`src/sv/fdss_pkg.sv`:
```
// ----------------------------------------------------------------------------
// fdss_pkg
// Types, constants and helper functions of the seven-segment scan core.
// ----------------------------------------------------------------------------
package fdss_pkg;

	localparam int unsigned ValueW = 14;
	localparam int unsigned DigitW = 4;
	localparam int unsigned SegW   = 7;
	localparam int unsigned PosW   = 2;
	localparam int unsigned NumDigits = 4;

	localparam logic [ValueW-1:0] MaxShown = 14'd9999;

	// One value after conversion, as handed to the frame serialiser.
	typedef struct packed {
		logic                                oor;
		logic [PosW-1:0]                     last_idx;
		logic [NumDigits-1:0][DigitW-1:0]    digits;
	} item_t;

	// Result of taking one decimal digit off the top of a value.
	typedef struct packed {
		logic [DigitW-1:0] digit;
		logic [ValueW-1:0] rest;
	} split_t;

	// Finds the largest k in 0..9 with k*weight not above x, by comparing against all
	// nine multiples at once, and returns k with the remainder x - k*weight.
	function automatic split_t digit_split(logic [ValueW-1:0] x, logic [ValueW-1:0] weight);
		split_t           res;
		logic [ValueW+2:0] thr;
		res.digit = '0;
		res.rest  = x;
		for (int k = 1; k <= 9; k++) begin
			thr = (ValueW+3)'(k) * {3'b000, weight};
			if ({3'b000, x} >= thr) begin
				res.digit = DigitW'(k);
				res.rest  = x - thr[ValueW-1:0];
			end
		end
		return res;
	endfunction

	// Segment pattern, bit 0 is segment a and bit 6 is segment g.
	function automatic logic [SegW-1:0] seg_of(logic [DigitW-1:0] d);
		logic [SegW-1:0] s;
		unique case (d)
			4'd0:    s = 7'h3F;
			4'd1:    s = 7'h06;
			4'd2:    s = 7'h5B;
			4'd3:    s = 7'h4F;
			4'd4:    s = 7'h66;
			4'd5:    s = 7'h6D;
			4'd6:    s = 7'h7D;
			4'd7:    s = 7'h07;
			4'd8:    s = 7'h7F;
			4'd9:    s = 7'h6F;
			default: s = 7'h00;
		endcase
		return s;
	endfunction

endpackage

```
`src/sv/four_digit_seven_segment_scan_core.sv`:
```
// ----------------------------------------------------------------------------
// four_digit_seven_segment_scan_core
// Splits a binary value into decimal digits and emits seven-segment scan frames.
// ----------------------------------------------------------------------------
//
//  channel | direction | handshake           | word
//  --------+-----------+---------------------+----------------------------------
//  in      | into core | in_valid / in_stall | value (14 bits)
//  out     | from core | out_valid/out_stall | position, digit, segments, flags
//
//  A value passes four conversion stages and the frame serialiser before its first
//  frame appears. The serialiser sends one frame per cycle while the output is not
//  stalled, one to four frames per value, and takes the next value in the cycle that
//  its last frame is loaded, so back-to-back values leave no gap between frames.
//  Reset clears every valid flag and the frame index; payload registers are not
//  reset. A stall on the output holds the frame and backs up through the stages.
//
// ----------------------------------------------------------------------------
module four_digit_seven_segment_scan_core
	import fdss_pkg::*;
(
	input  logic              clk,
	input  logic              arst_n,
	input  logic              in_valid,
	output logic              in_stall,
	input  logic [ValueW-1:0] value,
	output logic              out_valid,
	input  logic              out_stall,
	output logic [PosW-1:0]   digit_position,
	output logic [DigitW-1:0] digit_value,
	output logic [SegW-1:0]   segments,
	output logic              out_of_range,
	output logic              last_frame
);

	// Converted value travelling from the last conversion stage to the serialiser.
	logic  item_valid;
	logic  item_stall;
	item_t item;

	// Conversion pipeline: range check, frame count and thousands in the second
	// stage, then hundreds and finally tens with units, each by nine parallel
	// compares against the multiples of the digit weight.
	fdss_bcd_pipe u_bcd_pipe (
		.clk        (clk),
		.arst_n     (arst_n),
		.in_valid   (in_valid),
		.in_stall   (in_stall),
		.value      (value),
		.item_valid (item_valid),
		.item_stall (item_stall),
		.item       (item)
	);

	// Frame serialiser: walks the digits from the rightmost one and marks the last
	// frame. An out-of-range value yields a single blank frame with its flag set.
	fdss_frame_ser u_frame_ser (
		.clk            (clk),
		.arst_n         (arst_n),
		.item_valid     (item_valid),
		.item_stall     (item_stall),
		.item           (item),
		.out_valid      (out_valid),
		.out_stall      (out_stall),
		.digit_position (digit_position),
		.digit_value    (digit_value),
		.segments       (segments),
		.out_of_range   (out_of_range),
		.last_frame     (last_frame)
	);

endmodule

```
`src/sv/fdss_bcd_pipe.sv`:
```
// ----------------------------------------------------------------------------
// fdss_bcd_pipe
// Four-stage binary to decimal conversion: an input register, then thousands,
// hundreds, and finally tens with units.
// ----------------------------------------------------------------------------
module fdss_bcd_pipe
	import fdss_pkg::*;
(
	input  logic              clk,
	input  logic              arst_n,
	input  logic              in_valid,
	output logic              in_stall,
	input  logic [ValueW-1:0] value,
	output logic              item_valid,
	input  logic              item_stall,
	output item_t             item
);

	logic adv1, adv2, adv3, adv4;
	logic v_s1, v_s2, v_s3, v_s4;

	logic [ValueW-1:0]  val_s1;

	logic               oor_s2;
	logic [PosW-1:0]    last_s2;
	logic [DigitW-1:0]  d3_s2;
	logic [9:0]         rem_s2;

	logic               oor_s3;
	logic [PosW-1:0]    last_s3;
	logic [DigitW-1:0]  d3_s3, d2_s3;
	logic [6:0]         rem_s3;

	logic               oor_s4;
	logic [PosW-1:0]    last_s4;
	logic [DigitW-1:0]  d3_s4, d2_s4, d1_s4, d0_s4;

	split_t             sp2, sp3, sp4;
	logic               oor_c;
	logic [PosW-1:0]    last_c;

	// A stage moves on when it is empty or the one after it moves.
	assign adv4     = !v_s4 || !item_stall;
	assign adv3     = !v_s3 || adv4;
	assign adv2     = !v_s2 || adv3;
	assign adv1     = !v_s1 || adv2;
	assign in_stall = !adv1;

	always_comb begin
		oor_c = (val_s1 > MaxShown);
		if (val_s1 >= 14'd1000) begin
			last_c = 2'd3;
		end else if (val_s1 >= 14'd100) begin
			last_c = 2'd2;
		end else if (val_s1 >= 14'd10) begin
			last_c = 2'd1;
		end else begin
			last_c = 2'd0;
		end
		sp2 = digit_split(val_s1, 14'd1000);
		sp3 = digit_split({4'b0000, rem_s2}, 14'd100);
		sp4 = digit_split({7'b0000000, rem_s3}, 14'd10);
	end

	always_ff @(posedge clk or negedge arst_n) begin
		if (!arst_n) begin
			v_s1 <= 1'b0;
			v_s2 <= 1'b0;
			v_s3 <= 1'b0;
			v_s4 <= 1'b0;
		end else begin
			if (adv1) begin
				v_s1 <= in_valid;
			end
			if (adv2) begin
				v_s2 <= v_s1;
			end
			if (adv3) begin
				v_s3 <= v_s2;
			end
			if (adv4) begin
				v_s4 <= v_s3;
			end
		end
	end

	always_ff @(posedge clk) begin
		if (adv1 && in_valid) begin
			val_s1 <= value;
		end
		if (adv2 && v_s1) begin
			oor_s2  <= oor_c;
			last_s2 <= last_c;
			d3_s2   <= sp2.digit;
			rem_s2  <= sp2.rest[9:0];
		end
		if (adv3 && v_s2) begin
			oor_s3  <= oor_s2;
			last_s3 <= last_s2;
			d3_s3   <= d3_s2;
			d2_s3   <= sp3.digit;
			rem_s3  <= sp3.rest[6:0];
		end
		if (adv4 && v_s3) begin
			oor_s4  <= oor_s3;
			last_s4 <= last_s3;
			d3_s4   <= d3_s3;
			d2_s4   <= d2_s3;
			d1_s4   <= sp4.digit;
			d0_s4   <= sp4.rest[3:0];
		end
	end

	assign item_valid    = v_s4;
	assign item.oor      = oor_s4;
	assign item.last_idx = last_s4;
	assign item.digits   = {d3_s4, d2_s4, d1_s4, d0_s4};

endmodule

```
`src/sv/fdss_frame_ser.sv`:
```
// ----------------------------------------------------------------------------
// fdss_frame_ser
// Turns one converted value into its scan frames and holds the output word.
// ----------------------------------------------------------------------------
module fdss_frame_ser
	import fdss_pkg::*;
(
	input  logic              clk,
	input  logic              arst_n,
	input  logic              item_valid,
	output logic              item_stall,
	input  item_t             item,
	output logic              out_valid,
	input  logic              out_stall,
	output logic [PosW-1:0]   digit_position,
	output logic [DigitW-1:0] digit_value,
	output logic [SegW-1:0]   segments,
	output logic              out_of_range,
	output logic              last_frame
);

	logic            busy_q;
	item_t           it_q;
	logic [PosW-1:0] idx_q;
	logic            out_valid_q;

	logic              load;
	logic              frame_last;
	logic              take_item;
	logic [DigitW-1:0] frame_digit;

	assign load        = !out_valid_q || !out_stall;
	assign frame_last  = it_q.oor || (idx_q == it_q.last_idx);
	assign take_item   = !busy_q || (load && frame_last);
	assign item_stall  = !take_item;
	assign frame_digit = it_q.oor ? '0 : it_q.digits[idx_q];

	always_ff @(posedge clk or negedge arst_n) begin
		if (!arst_n) begin
			busy_q      <= 1'b0;
			idx_q       <= '0;
			out_valid_q <= 1'b0;
		end else begin
			if (load) begin
				out_valid_q <= busy_q;
			end
			if (busy_q && load) begin
				idx_q <= frame_last ? '0 : idx_q + 2'd1;
			end
			if (take_item) begin
				busy_q <= item_valid;
			end
		end
	end

	always_ff @(posedge clk) begin
		if (take_item && item_valid) begin
			it_q <= item;
		end
		if (load && busy_q) begin
			digit_position <= it_q.oor ? '0 : idx_q;
			digit_value    <= frame_digit;
			segments       <= it_q.oor ? '0 : seg_of(frame_digit);
			out_of_range   <= it_q.oor;
			last_frame     <= frame_last;
		end
	end

	assign out_valid = out_valid_q;

endmodule

```
`config.mk`:
```
export PLATFORM = sky130hd
export DESIGN_NAME = four_digit_seven_segment_scan_core
export DESIGN_NICKNAME = d
export VERILOG_FILES = /design/src/sv/fdss_pkg.sv /design/src/sv/four_digit_seven_segment_scan_core.sv /design/src/sv/fdss_bcd_pipe.sv /design/src/sv/fdss_frame_ser.sv
export SDC_FILE = /design/constraint.sdc
export NUM_CORES = 1
export LEC_CHECK = 0
export BUFFER_PORTS_ARGS = -buffer_cell sky130_fd_sc_hd__buf_2
export CAP_MARGIN = 5
export CORE_MARGIN = 2
export CORE_UTILIZATION = 30
export CTS_CLUSTER_DIAMETER = 40
export DETAILED_ROUTE_END_ITERATION = 10
export PLACE_DENSITY = 0.49
export SYNTH_ARGS = -nofsm -noshare
export SYNTH_HDL_FRONTEND = slang
export SYNTH_HIERARCHICAL = 1
export SYNTH_SLANG_ARGS = --single-unit
```
`constraint.sdc`:
```
create_clock -name clk -period 9.3 [get_ports clk]
set_clock_uncertainty 0.05 [all_clocks]
set_input_delay 0.465 -clock clk [delete_from_list [all_inputs] [get_ports clk]]
set_output_delay 0.465 -clock clk [all_outputs]
set_load 0.01 [all_outputs]
```
After elaboration in Yosys (flattened, before gate mapping) --
Memories as Yosys holds them, arrays and structs flattened. A register that Yosys moved wholly into a read port is not among the register bits. Index checks and enable logic that the tools add are counted. Widths: inputs -> output; s select.
Word-level totals: bits in latches 0, input port bits 18, register bits 103, memory bits (writable) 0, logic and storage cells 158, output and inout bits 17, memories 1, bits in read-only memories 112
Cells by class: shift-type cells 0, bitwise operators 0, order comparisons 32, reductions and logical operators 26, $add $sub $neg 28, div/mod/pow operators 0, multipliers 0, equal/unequal tests 1, mux-type cells 33
Memory list:
- (name not given) | depth 16, width 7, rd ports 1, clocked after Yosys merged registers in 1, write ports 0, line fdss_pkg.sv:48 | unique case (d)
Operators with widths (count):
- $mux 17 | 12
- $mux 16 | 6
- $mux 15 | 6
- $ge 14x13->1 const B | 4
- $sub 14x13->14 const B | 4
- $ge 10x10->1 const B | 4
- $sub 10x10->11 const B | 3
- $sub 10x9->11 const B | 3
- $ge 10x9->1 const B | 3
- $ge 14x10->1 const B | 2
- $ge 14x12->1 const B | 2
- $sub 14x12->14 const B | 2
- $sub 7x6->8 const B | 3
- $ge 7x6->1 const B | 3
- $ge 7x7->1 const B | 3
- $sub 7x5->8 const B | 2
- $sub 7x7->8 const B | 2
- $ge 14x11->1 const B | 1
- $ge 14x14->1 const B | 1
- $ge 14x4->1 const B | 1
- $ge 14x7->1 const B | 1
- $ge 7x5->1 const B | 2
- $gt 14x14->1 const B | 1
- $sub 14x10->14 const B | 1
- other kinds (23) | 48

Logic depth before layout (Yosys ltp) --
depth in word-level cells 10, depth in mapped cells 12, depth with buffers taken out 10

By module --
Netlist, hierarchy kept.
Modules (own cells, without submodules):
- fdss_bcd_pipe | cells an instance 548, seq. area each 2142.1 µm², area each 5277.6 µm², instances 1
- fdss_frame_ser | cells an instance 104, seq. area each 1121.1 µm², area each 1624.1 µm², instances 1

Worst setup path before layout --
No wires, ideal clock.
path type register -> register, start point register u_frame_ser.idx_q[0], end point register u_bcd_pipe.d0_s4[0] (enable), data arrival time 2579 ps, library setup time 424 ps, setup slack 6247 ps, data required time 8826 ps, path buffers 1, period minus slack after synthesis 3053 ps, stages on the path, launching flop included 7, cell sequence dfrtp_1 -> buf_6 -> xnor2_1 -> a21oi_1 -> o21ai_0 -> inv_1 -> a21boi_0
Between the ends: cells in the longest elaborated chain, start to end 6
Ends and longest elaborated chain:
- start: declaration | line fdss_frame_ser.sv:24 | logic [PosW-1:0] idx_q;
- start signal: assignment | line fdss_frame_ser.sv:48 | idx_q <= frame_last ? '0 : idx_q + 2'd1;
- $eq 2x2->1 | line fdss_frame_ser.sv:33 | assign frame_last = it_q.oor || (idx_q == it_q.last_idx);
- $logic_or 1x1->1 | line fdss_frame_ser.sv:33
- $logic_and 1x1->1 | line fdss_frame_ser.sv:34 | assign take_item = !busy_q || (load && frame_last);
- $logic_or 1x1->1 | line fdss_frame_ser.sv:34
- $logic_or 1x1->1 | line fdss_bcd_pipe.sv:43 | assign adv4 = !v_s4 || !item_stall;
- $logic_and 1x1->1 | line fdss_bcd_pipe.sv:104 | if (adv4 && v_s3) begin
- end signal: assignment | line fdss_bcd_pipe.sv:110 | d0_s4 <= sp4.rest[3:0];
- end: declaration | line fdss_bcd_pipe.sv:36 | logic [DigitW-1:0] d3_s4, d2_s4, d1_s4, d0_s4;
Every way passes these cells. A chain may end at the register's enable or synchronous reset.

==> flow_summary_export.csv <==
group,metric,value,unit
global_route,first_global_vias,5074,
worst_setup_path,r2r_setup_slack,5.86,ns
final_layout,nets,740,
final_layout,drive_above_1_share,0.1126,
timing,finalSetupViolCount,0,
cts,cts_buffers,9,
synth,netlist_top_cells_count,"edfxtp_1 (102), ha_1 (52), nand2_1 (49)",
worst_setup_path,path_class,"flip-flop to flip-flop",
global_route,grt_use_total,0.1366,
synth,ys_warn_count,6,
global_route,grt.overflow.total,0,
worst_setup_path,worstPathArrival,3.48,ns
global_route,antenna_found_initial,0,
worst_setup_path,critPathMaxFanout,11,
worst_setup_path,worstSetupEndpointType,"flip-flop",
floorplan,fp.coreArea,0.02264,mm2
cts,insertion_delay,0.34,ns
power_and_ir_drop,vdd_drop_max,0.09929,mV
min_path,hold_class,"primary input to flip-flop",
worst_setup_path,cp-start-kind,"flip-flop",
floorplan,placementRows,55,
final_layout,antennaDiodeCount,0,
floorplan,die_h,155.7,um
worst_setup_path,cp_cell_sequence,"inv_1, ha_1, nor3b_1, a31o_2, o22ai_1, o211ai_1, and3_4, a221o_1, o21ai_1, nand2_1",
synth,synth_top_area_cell,"edfxtp_1",
synth,synth_area,0.006902,mm2
timing,rsz0062_at_grt,"no",
drt,drtPass1Iterations,5,
final_layout,syn_to_final_growth,9.953,%
synth,synth_nets,722,
global_route,grt_max_degree,20,
timing,setup_slack,5.861,ns
placement,place.gp.congestion,0.9055,
worst_setup_path,cp_slowest_stage_delay,0.66,ns
flow_run,max_cap_viol_count,0,
final_layout,finalCoreUtilization,0.3352,
min_path,hold_end,"u_bcd_pipe/val_s1[5]",
timing,max_freq,290.8,MHz
cts,cts_sinks,110,
power_and_ir_drop,power_density,291.7,mW/mm2
timing,hold_viol,0,
timing,slew_headroom,0.4132,
cts,path_clk_slew,0.07,ns
worst_setup_path,crit_path_top_delay_cell,"o22ai_1",
worst_setup_path,worstPathRequired,9.35,ns
drt,drc,0,
global_route,grt_pass1_wl,26.41,mm
timing,finalSetupTns,0,ns
placement,port-buffer-count,34,
min_path,min_from,"value[5]",
placement,pre_cts_ws,5.922,ns
synth,yosys.area.top_type_share,0.4438,
synth,seq_area_frac_synth,0.4728,
floorplan,pin_count,35,
synth,ys_seq_elements,110,
power_and_ir_drop,p_leak,2.803,nW
power_and_ir_drop,p_total,2.213,mW
drt,routed_wirelength,16.26,mm
cts,clk_path_buf_depth,2,
synth,synth_area_per_cell,10.59,um2
drt,vias,5218,
drt,ant_nets,0,
synth,synthCells,652,
timing,drv_slew,0,
synth,synth_edf_count,102,
floorplan,initial_core_util,0.3048,
floorplan,die_w,155.7,um
cts,cts_tree,"built",
min_path,whs_path_depth,1,
timing,worstMarginPinSlew,0.8744,ns
cts,postCtsSetupRepairBufs,0,
drt,drt-initial-drc-count,569,
synth,synth_cell_types,88,
drt,avgViaCountPerCell,5.435,
cts,cts_root_buf,"clkbuf_16",
worst_setup_path,r2r-end,"u_bcd_pipe/rem_s2[7]",
synth,ys.flop_type,"edfxtp_1",
floorplan,dieArea,0.02423,mm2
timing,finalCritPeriodShare,0.3698,
cts,htree_levels,3,
synth,yosysMostFrequentCell,"edfxtp_1",
drt,wl_per_cell,16.94,um
worst_setup_path,r2r_cells,10,
outcome,outcome,"completed",
synth,synth_area_leaders,"edfxtp_1 (44%), ha_1 (9.4%), a21oi_1 (3.4%)",
worst_setup_path,worstReg2RegStart,"u_bcd_pipe/val_s1[4]",
synth,synth-async-reset-ratio,0.07273,
timing,period_needed,3.439,ns
placement,place_hpwl,11.90,mm
sequential cells by signal, summed over array words and instances (netlist names), 7 cells and up:
signal	count
u_bcd_pipe/rem_s2	10
u_bcd_pipe/rem_s3	7
u_bcd_pipe/val_s1	14
u_frame_ser/it_q	19
u_frame_ser/segments	7
power by group:
| group | switching (mW) | total (mW) | internal [mW] |
|---|---|---|---|
| Clock | 0.171 | 0.355 | 0.184 |
| Sequential | 0.160 | 0.913 | 0.753 |
| Combinational | 0.569 | 0.946 | 0.377 |
| Total | 0.900 | 2.21 | 1.31 |
stage by stage:
stage	instances	hold WS, ns	cell area [um2]
final	960	0.2426	7589
after global routing	960	0.2128	7589
after CTS	960	0.2181	7589
after detailed placement	943	0.2731	7306
after global placement	943	0.2671	7306
after floorplan	652	0.1194	6902
worst max path at each step:
stage / startpoint / to / slack [ns] / cells past startpoint
after floorplan: u_frame_ser/idx_q[0] / u_bcd_pipe/d0_s4[0] / 6.25 / 6
after global placement: u_bcd_pipe/val_s1[4] / u_bcd_pipe/rem_s2[9] / 5.96 / 10
after detailed placement: u_bcd_pipe/val_s1[4] / u_bcd_pipe/rem_s2[9] / 5.92 / 10
after CTS: u_bcd_pipe/val_s1[4] / u_bcd_pipe/rem_s2[9] / 5.90 / 10
after global routing: u_bcd_pipe/val_s1[4] / u_bcd_pipe/rem_s2[9] / 5.60 / 10
final: u_bcd_pipe/val_s1[4] / u_bcd_pipe/rem_s2[7] / 5.86 / 10
what timing repair did:
action,in CTS,in global routing
endpoints found under the setup margin,0,0
hold endpoints to repair,8,0
hold buffers,1,0
gates resized for setup,0,0
layer usage:
layer	track usage	vias to the layer above	wire length (um)
met5	0	-	0
met4	0.04456	0	261
met3	0.02944	21	810
met2	0.2208	156	7837
met1	0.1825	2559	7354
li1	-	2482	-
kinds of logic after synthesis:
family,share of synthesized area
fa+ha+maj,0.09427
flops,0.4728
mux,0.02393
buf+inv,0.03970
xor+xnor,0.02665
compound gates,0.1953
simple gates,0.1474
final cells by class:
cell class | instances | area (um2)
Fill cell | 2257 | 15050
Inverter | 32 | 121.4
Tap cell | 285 | 356.6
Clock inverter | 6 | 43.79
Timing Repair Buffer | 39 | 210.2
Sequential cell | 110 | 3263
Multi-Input combinational cell | 478 | 3364
Clock buffer | 10 | 229.0
layout by cell type (no fill, tap or decap), types with 4 or more instances in the layout:
master	instances
dfrtp_1	8
clkbuf_16	9
a21o_1	12
buf_4	4
buf_2	34
nand2_1	49
a311oi_1	4
o21ai_0	33
a21oi_1	47
edfxtp_1	102
nor2b_1	6
a211o_1	4
o21ai_1	5
a221oi_1	5
nor3_1	15
a211oi_1	7
and3_1	5
and2_1	9
nand4_1	4
clkinv_2	4
a31oi_1	10
inv_1	30
nand3_1	22
xor2_1	6
or3_1	4
o211ai_1	13
nor2_1	48
o31ai_1	6
ha_1	52
xnor2_1	15
mux2i_1	6
nand2b_1	11
critical path: cells and delay by family (launching register included):
family	cells	cell delay (ns)
simple gates	3	0.47
buf+inv	1	0.27
compound gates	5	1.57
flops	1	0.59
fa+ha+maj	1	0.24
(Power assumes the default switching activity.)
